**config.mk**
```make
export PLATFORM = sky130hd
export DESIGN_NAME = qsv_ctrl
export DESIGN_NICKNAME = d
export VERILOG_FILES = /design/src/sv/qsv_pkg.sv /design/src/sv/qsv_ctrl.sv
export SDC_FILE = /design/constraint.sdc
export NUM_CORES = 1
export LEC_CHECK = 0
export BUFFER_PORTS_ARGS = -buffer_cell sky130_fd_sc_hd__buf_2
export CORE_AREA = 2 2 39 41
export CTS_BUF_LIST = sky130_fd_sc_hd__clkbuf_2 sky130_fd_sc_hd__clkbuf_4 sky130_fd_sc_hd__clkbuf_8
export CTS_CLUSTER_DIAMETER = 80
export CTS_CLUSTER_SIZE = 14
export DETAILED_ROUTE_END_ITERATION = 7
export DIE_AREA = 0 0 41 43
export PLACE_DENSITY_LB_ADDON = 0.2
export SLEW_MARGIN = 10
export SYNTH_ARGS = -nofsm -noshare
export SYNTH_HDL_FRONTEND = slang
export SYNTH_SLANG_ARGS = --single-unit
```
**constraint.sdc**
```tcl
create_clock -name i_clk -period 1.2 [get_ports i_clk]
set_input_delay 0.06 -clock i_clk [delete_from_list [all_inputs] [get_ports i_clk]]
set_output_delay 0.06 -clock i_clk [all_outputs]
set_load 0.1 [all_outputs]
```
**src/sv/qsv_pkg.sv**
```systemverilog
// ----------------------------------------------------------------------------
// qsv_pkg
// Shared codes, field widths and controller/datapath interface types for the
// state-vector gate core.
// ----------------------------------------------------------------------------
package qsv_pkg;

    // input item field widths
    localparam int OPC_W      = 3;
    localparam int TQ_W       = 3;
    localparam int RI_W       = 5;
    localparam int IN_TDATA_W = 16;

    // configuration register
    localparam int            CFG_W        = 3;
    localparam logic [CFG_W-1:0] ACTIVE_RESET = 3'd5;

    // opcodes
    localparam logic [OPC_W-1:0] OP_RESET    = 3'd0;
    localparam logic [OPC_W-1:0] OP_HADAMARD = 3'd1;
    localparam logic [OPC_W-1:0] OP_PAULI_X  = 3'd2;
    localparam logic [OPC_W-1:0] OP_PAULI_Z  = 3'd3;
    localparam logic [OPC_W-1:0] OP_READ     = 3'd4;

    // controller states
    typedef enum logic [3:0] {
        S_CLEAR,
        S_IDLE,
        S_DISPATCH,
        S_PAIR_RD,
        S_PAIR_SUM,
        S_PAIR_MUL,
        S_PAIR_WR0,
        S_PAIR_WR1,
        S_READ,
        S_SQUARE,
        S_RESULT
    } t_state;

    // controller to datapath
    typedef struct packed {
        logic accept;    // latch the input item
        logic cnt_clr;   // clear the entry/pair counter
        logic cnt_inc;   // advance the entry/pair counter
        logic clr_we;    // clearing pass write
        logic cap_sum;   // capture pair operands and sums
        logic cap_mul;   // capture scaled products
        logic wr_lo;     // write the entry with the target bit clear
        logic wr_hi;     // write the entry with the target bit set
        logic rd_read;   // address the store with the read index
        logic cap_sq;    // capture amplitude and squares
        logic out_load;  // load the result register
    } t_cmd;

    // datapath to controller
    typedef struct packed {
        logic [OPC_W-1:0] op;
        logic             gate_skip;
        logic             last_pair;
        logic             last_clear;
        logic             out_busy;
    } t_status;

endpackage

```
**src/sv/qsv_ctrl.sv**
```systemverilog
// ----------------------------------------------------------------------------
// qsv_ctrl
// Controller: sequences the clearing pass, the pair sweep of a gate and the
// read of one amplitude.
// ----------------------------------------------------------------------------
module qsv_ctrl (
    input  logic             i_clk,
    input  logic             i_rst_n,
    input  logic             i_s_tvalid,
    output logic             o_s_tready,
    output qsv_pkg::t_cmd    o_cmd,
    input  qsv_pkg::t_status i_sts
);

    import qsv_pkg::*;

    t_state r_state;
    t_state n_state;

    // state register, reset starts the clearing pass
    always_ff @(posedge i_clk) begin
        if (!i_rst_n) begin
            r_state <= S_CLEAR;
        end else begin
            r_state <= n_state;
        end
    end

    // next state
    always_comb begin
        n_state = r_state;
        unique case (r_state)
            S_CLEAR: begin
                if (i_sts.last_clear) begin
                    n_state = S_IDLE;
                end
            end
            S_IDLE: begin
                if (i_s_tvalid) begin
                    n_state = S_DISPATCH;
                end
            end
            S_DISPATCH: begin
                unique case (i_sts.op) inside
                    OP_RESET: n_state = S_CLEAR;
                    OP_HADAMARD, OP_PAULI_X, OP_PAULI_Z: begin
                        n_state = i_sts.gate_skip ? S_IDLE : S_PAIR_RD;
                    end
                    OP_READ: n_state = S_READ;
                    default: n_state = S_IDLE;
                endcase
            end
            S_PAIR_RD:  n_state = S_PAIR_SUM;
            S_PAIR_SUM: n_state = S_PAIR_MUL;
            S_PAIR_MUL: n_state = S_PAIR_WR0;
            S_PAIR_WR0: n_state = S_PAIR_WR1;
            S_PAIR_WR1: begin
                n_state = i_sts.last_pair ? S_IDLE : S_PAIR_RD;
            end
            S_READ:   n_state = S_SQUARE;
            S_SQUARE: n_state = S_RESULT;
            S_RESULT: begin
                if (!i_sts.out_busy) begin
                    n_state = S_IDLE;
                end
            end
            default: n_state = S_IDLE;
        endcase
    end

    // command outputs
    always_comb begin
        o_cmd      = '0;
        o_s_tready = 1'b0;
        unique case (r_state)
            S_CLEAR: begin
                o_cmd.clr_we  = 1'b1;
                o_cmd.cnt_inc = 1'b1;
            end
            S_IDLE: begin
                o_s_tready    = 1'b1;
                o_cmd.accept  = i_s_tvalid;
                o_cmd.cnt_clr = 1'b1;
            end
            S_PAIR_SUM: o_cmd.cap_sum = 1'b1;
            S_PAIR_MUL: o_cmd.cap_mul = 1'b1;
            S_PAIR_WR0: o_cmd.wr_lo   = 1'b1;
            S_PAIR_WR1: begin
                o_cmd.wr_hi   = 1'b1;
                o_cmd.cnt_inc = 1'b1;
            end
            S_READ:   o_cmd.rd_read = 1'b1;
            S_SQUARE: o_cmd.cap_sq  = 1'b1;
            S_RESULT: o_cmd.out_load = ~i_sts.out_busy;
            default: begin
                o_cmd = '0;
            end
        endcase
    end

endmodule

```
# Word level (Yosys, flattened, before mapping)

Index checks and enable logic that the tools add are counted.

Flip-flop bits (word level): 4
Input port bits: 10
Output and inout bits: 12

Eq/ne operators: 17
Multiplexer cells: 18
Bitwise gates (word level): 1
Reductions and logical operators: 5

Operators with widths:

| operator           | count |
|---|---|
| $pmux 4 s11        | 1 |
| $eq 4x3->1 const B | 4 |
| $eq 4x4->1 const B | 3 |
| $mux 4             | 3 |
| $pmux 4 s3         | 1 |
| $mux 1             | 10 |
| $eq 4x2->1 const B | 2 |
| $eq 3x2->1 const B | 2 |
| $mux 2             | 3 |
| $ne 2x2->1 const B | 3 |
| $eq 4x1->1 const B | 1 |
| $logic_not 4->1    | 1 |
| $eq 3x1->1 const B | 1 |
| $eq 3x3->1 const B | 1 |
| $logic_not 3->1    | 1 |
| $reduce_and 3->1   | 1 |
| $reduce_or 3->1    | 1 |
| $reduce_or 2->1    | 1 |
| $not 1->1          | 1 |

# Depth between registers and ports, before layout

Depth after elaboration: 4
Mapped depth: 6
Depth with buffers taken out: 4

# Worst setup path before layout

OpenSTA, ideal clock, no wires.

Kind: flip-flop to flip-flop
From: register r_state[1]
To: register r_state[0]
Arrival: 3,741 ps
Required time: 914 ps
Slack: -2,827 ps
Cell stages (with the launch flop): 4
Buffers on the path: 1
Clock period less this slack: 4,027 ps
Cell sequence: dfxtp_1 -> buf_2 -> nor4_1 -> a2111oi_2

Word-level cells in the longest chain between the ends: 3

RTL lines:

| element                                  | RTL line       | source |
|---|---|---|
| start, declared                          | qsv_ctrl.sv:17 | `t_state r_state;` |
| start signal, assigned                   | qsv_ctrl.sv:25 | `r_state <= n_state;` |
| $eq 4x4->1, or another cell as far along | qsv_ctrl.sv:32 | `unique case (r_state)` |
| $ne 2x2->1 (no source line)              | --             |  |
| $reduce_and 3->1 (no source line)        | --             |  |

Several ways; a longest one is shown, not always the timed one.
A chain may end at the register's enable or synchronous reset.

==> impl_metrics.env <==
export IMPL_status="finished with violations"
export IMPL_violations="setup timing"
export IMPL_core_area_sq_um=1380
export IMPL_syn_nets=70
export IMPL_detail_route_iter0_violations=14
export IMPL_power_density_nw_per_um2=704
export IMPL_routedWlPerCell_um=16.7
export IMPL_crit_path_end_kind="output pin"
export IMPL_cts_sinks=4
export IMPL_startpoint_type="register"
export IMPL_antenna_left=0
export IMPL_arrival_ns=1.40
export IMPL_clkLatencyLatePin_ns=0.25
export IMPL_clk_pin_slew_ns=0.06
export IMPL_syn_cell_area_sq_um=424
export IMPL_drive_gt1_frac=0.790
export IMPL_final_max_slew_viol_count=0
export IMPL_fin_crit_ns=1.46
export IMPL_worstRegToRegCells=6
export IMPL_port_buffers=21
export IMPL_worstHoldStart="i_sts[1]"
export IMPL_grt_pass1_vias=633
export IMPL_drc=0
export IMPL_die_width_um=41
export IMPL_grt_max_degree=8
export IMPL_fmax_mhz=683
export IMPL_fill_cells=65
export IMPL_clockRootBuffer="clkbuf_4"
export IMPL_dr_pass1_iters=4
export IMPL_slowest_delay_ns=0.38
export IMPL_seq_area_sq_um=92.6
export IMPL_area_growth_pct=187
export IMPL_fin_area_sq_um=1220
export IMPL_nets=116
export IMPL_path_common_cell="buf_12"
export IMPL_avgSynthCellArea_sq_um=7.07
export IMPL_vias_per_cell=5.21
export IMPL_numCtsBuffers=3
export IMPL_htreeDepth=1
export IMPL_ys_warnings_count=0
export IMPL_slowest_stage="dfxtp_4"
export IMPL_fin_skew_ns=0.0139
export IMPL_path_delay_family="buffers and inverters"
export IMPL_num_rows=14
export IMPL_min_period_over_period=1.22
export IMPL_cp_depth=4
export IMPL_reg2reg_slack_ns=-0.20
export IMPL_hold_viol=0
export IMPL_antenna_found_initial=0
export IMPL_layout_common_cells="15 x buf_12, 15 x buf_4, 9 x buf_2, 9 x buf_6, 4 x clkbuf_4"
export IMPL_worstSetupPathType="register to output pin"
export IMPL_grt_setup_unrepaired="yes"
export IMPL_final_util=0.879
export IMPL_r2r_end="r_state[1]"
export IMPL_vdd_drop_max_uv=758
export IMPL_io_pins=22
export IMPL_post_dp_cell_area_sq_um=933
export IMPL_grt_usage=0.247
export IMPL_drt_wl_total_mm=2.02
export IMPL_dp_hpwl_mm=1.06
export IMPL_grt_overflow=0
export IMPL_antenna_cells=0
export IMPL_worst_pin_slew_ns=0.269
export IMPL_hold_slack_ns=0.0616
export IMPL_hp_class="input port to register"
export IMPL_ys_ff_latch=4
export IMPL_place_congestion=0.746
export IMPL_setup_slack_ns=-0.265
export IMPL_required_ns=1.14
export IMPL_start_util=0.307
export IMPL_slew_headroom=0.819
export IMPL_vias=630
export IMPL_regMostFlops="r_state"
export IMPL_multi_input_area_sq_um=488
export IMPL_hold_depth=3
export IMPL_largest_reg_flops=4
export IMPL_reg_largest_list="r_state (4)"
export IMPL_maxCapViolations=0
export IMPL_synth_cells=60
export IMPL_die_y_um=43
export IMPL_fp_dieArea_sq_um=1760
export IMPL_path_buf_inv=3
export IMPL_hold_path_endpoint="r_state[0]"
export IMPL_critPathMaxFanout=7
export IMPL_p_leak_nw=0.511
export IMPL_path_cells="buf_12 > nor4_4 > buf_4 > buf_12"
export IMPL_r2r_start="r_state[0]"
export IMPL_cts_buffer_depth=2
export IMPL_finalSetupViolations=14
export IMPL_finalPower_uw=856
export IMPL_synth_cell_types=30
export IMPL_yosysSeqAreaShare=0.189
export IMPL_grt_first_pass_wirelength_mm=2.99
export IMPL_cts_tree="done"
[timing repair]
action	4_1_cts	5_1_grt
buffers inserted	12	3
hold buffers	0	0
gates resized for setup	25	12
pin swaps	11	9
setup endpoints to repair	15	16
[tightest hold or removal path: stages]
cell	delay, ns
buf_2	0.09
inv_1	0.06
a2111oi_2	0.06
[layout make-up]
| class | count | share of cell area |
|---|---|---|
| Sequential cell | 4 | 0.0761 |
| Multi-Input combinational cell | 45 | 0.401 |
| Clock buffer | 4 | 0.0247 |
| Timing Repair Buffer | 49 | 0.472 |
| Inverter | 3 | 0.00926 |
| Tap cell | 16 | 0.0165 |
[stage by stage]
step / std cells / worst slack, ns / setup TNS [ns]
2_1_floorplan: 60 / -1.07 / -5.92
3_3_place_gp: 103 / -0.141 / -1.32
3_5_place_dp: 103 / -0.188 / -1.91
4_1_cts: 119 / -0.268 / -2.58
5_1_grt: 121 / -0.347 / -3.32
6_report: 121 / -0.265 / -2.60
[routing by layer]
| layer | wire, um | up-vias | track usage |
|---|---|---|---|
| met3 | 62 | 0 | 0.0471 |
| li1 | - | 304 | - |
| met1 | 853 | 305 | 0.327 |
| met2 | 1110 | 21 | 0.366 |
| met5 | 0 | - | 0 |
| met4 | 0 | 0 | 0.120 |
[logic make-up (layout without fill, tap and decap cells)]
family | after synthesis | after routing | share of synthesized area
compound gates | 13 | 13 | 0.239
buf+inv | 11 | 56 | 0.124
flops | 4 | 4 | 0.189
simple gates | 31 | 31 | 0.428
xor+xnor | 1 | 1 | 0.0207
[power breakdown]
group	leakage [nW]	internal [mW]	switching [mW]
Clock	0.0184	0.149	0.0784
Sequential	0.0352	0.135	0.0127
Combinational	0.457	0.222	0.259
[cells in the mapped netlist]
library cell  instances  area (sq um)
a2111o_1              1          11.3
a2111oi_2             1          15.0
a21bo_2               1          10.0
a21boi_0              1          7.51
a21oi_1               3          15.0
a221oi_1              1          8.76
and2_1                1          6.26
and4_1                1          8.76
buf_2                 5          25.0
buf_4                 1          7.51
clkbuf_1              1          3.75
clkbuf_2              1          5.00
dfxtp_1               4          80.1
inv_1                 3          11.3
nand2_1               4          15.0
nand2b_1              1          6.26
nand2b_2              1          8.76
nand3_1               3          15.0
nand3b_1              2          15.0
nor2_1                7          26.3
nor3_1                4          20.0
nor3b_1               3          22.5
nor4_1                1          6.26
nor4b_2               1          15.0
nor4bb_1              1          10.0
o21ai_0               3          15.0
o21ba_2               1          10.0
o22a_1                1          8.76
or3_1                 1          6.26
xor2_1                1          8.76
[worst max path at each step]
stage | from | end | slack, ns
4_1_cts | r_state[2] | o_cmd[0] | -0.27
3_3_place_gp | r_state[0] | o_cmd[10] | -0.14
3_5_place_dp | r_state[0] | o_cmd[10] | -0.19
5_1_grt | r_state[2] | o_cmd[7] | -0.35
2_1_floorplan | r_state[2] | o_cmd[10] | -1.07
6_report | r_state[3] | o_cmd[7] | -0.26
Power figures use the tool's default switching activity.
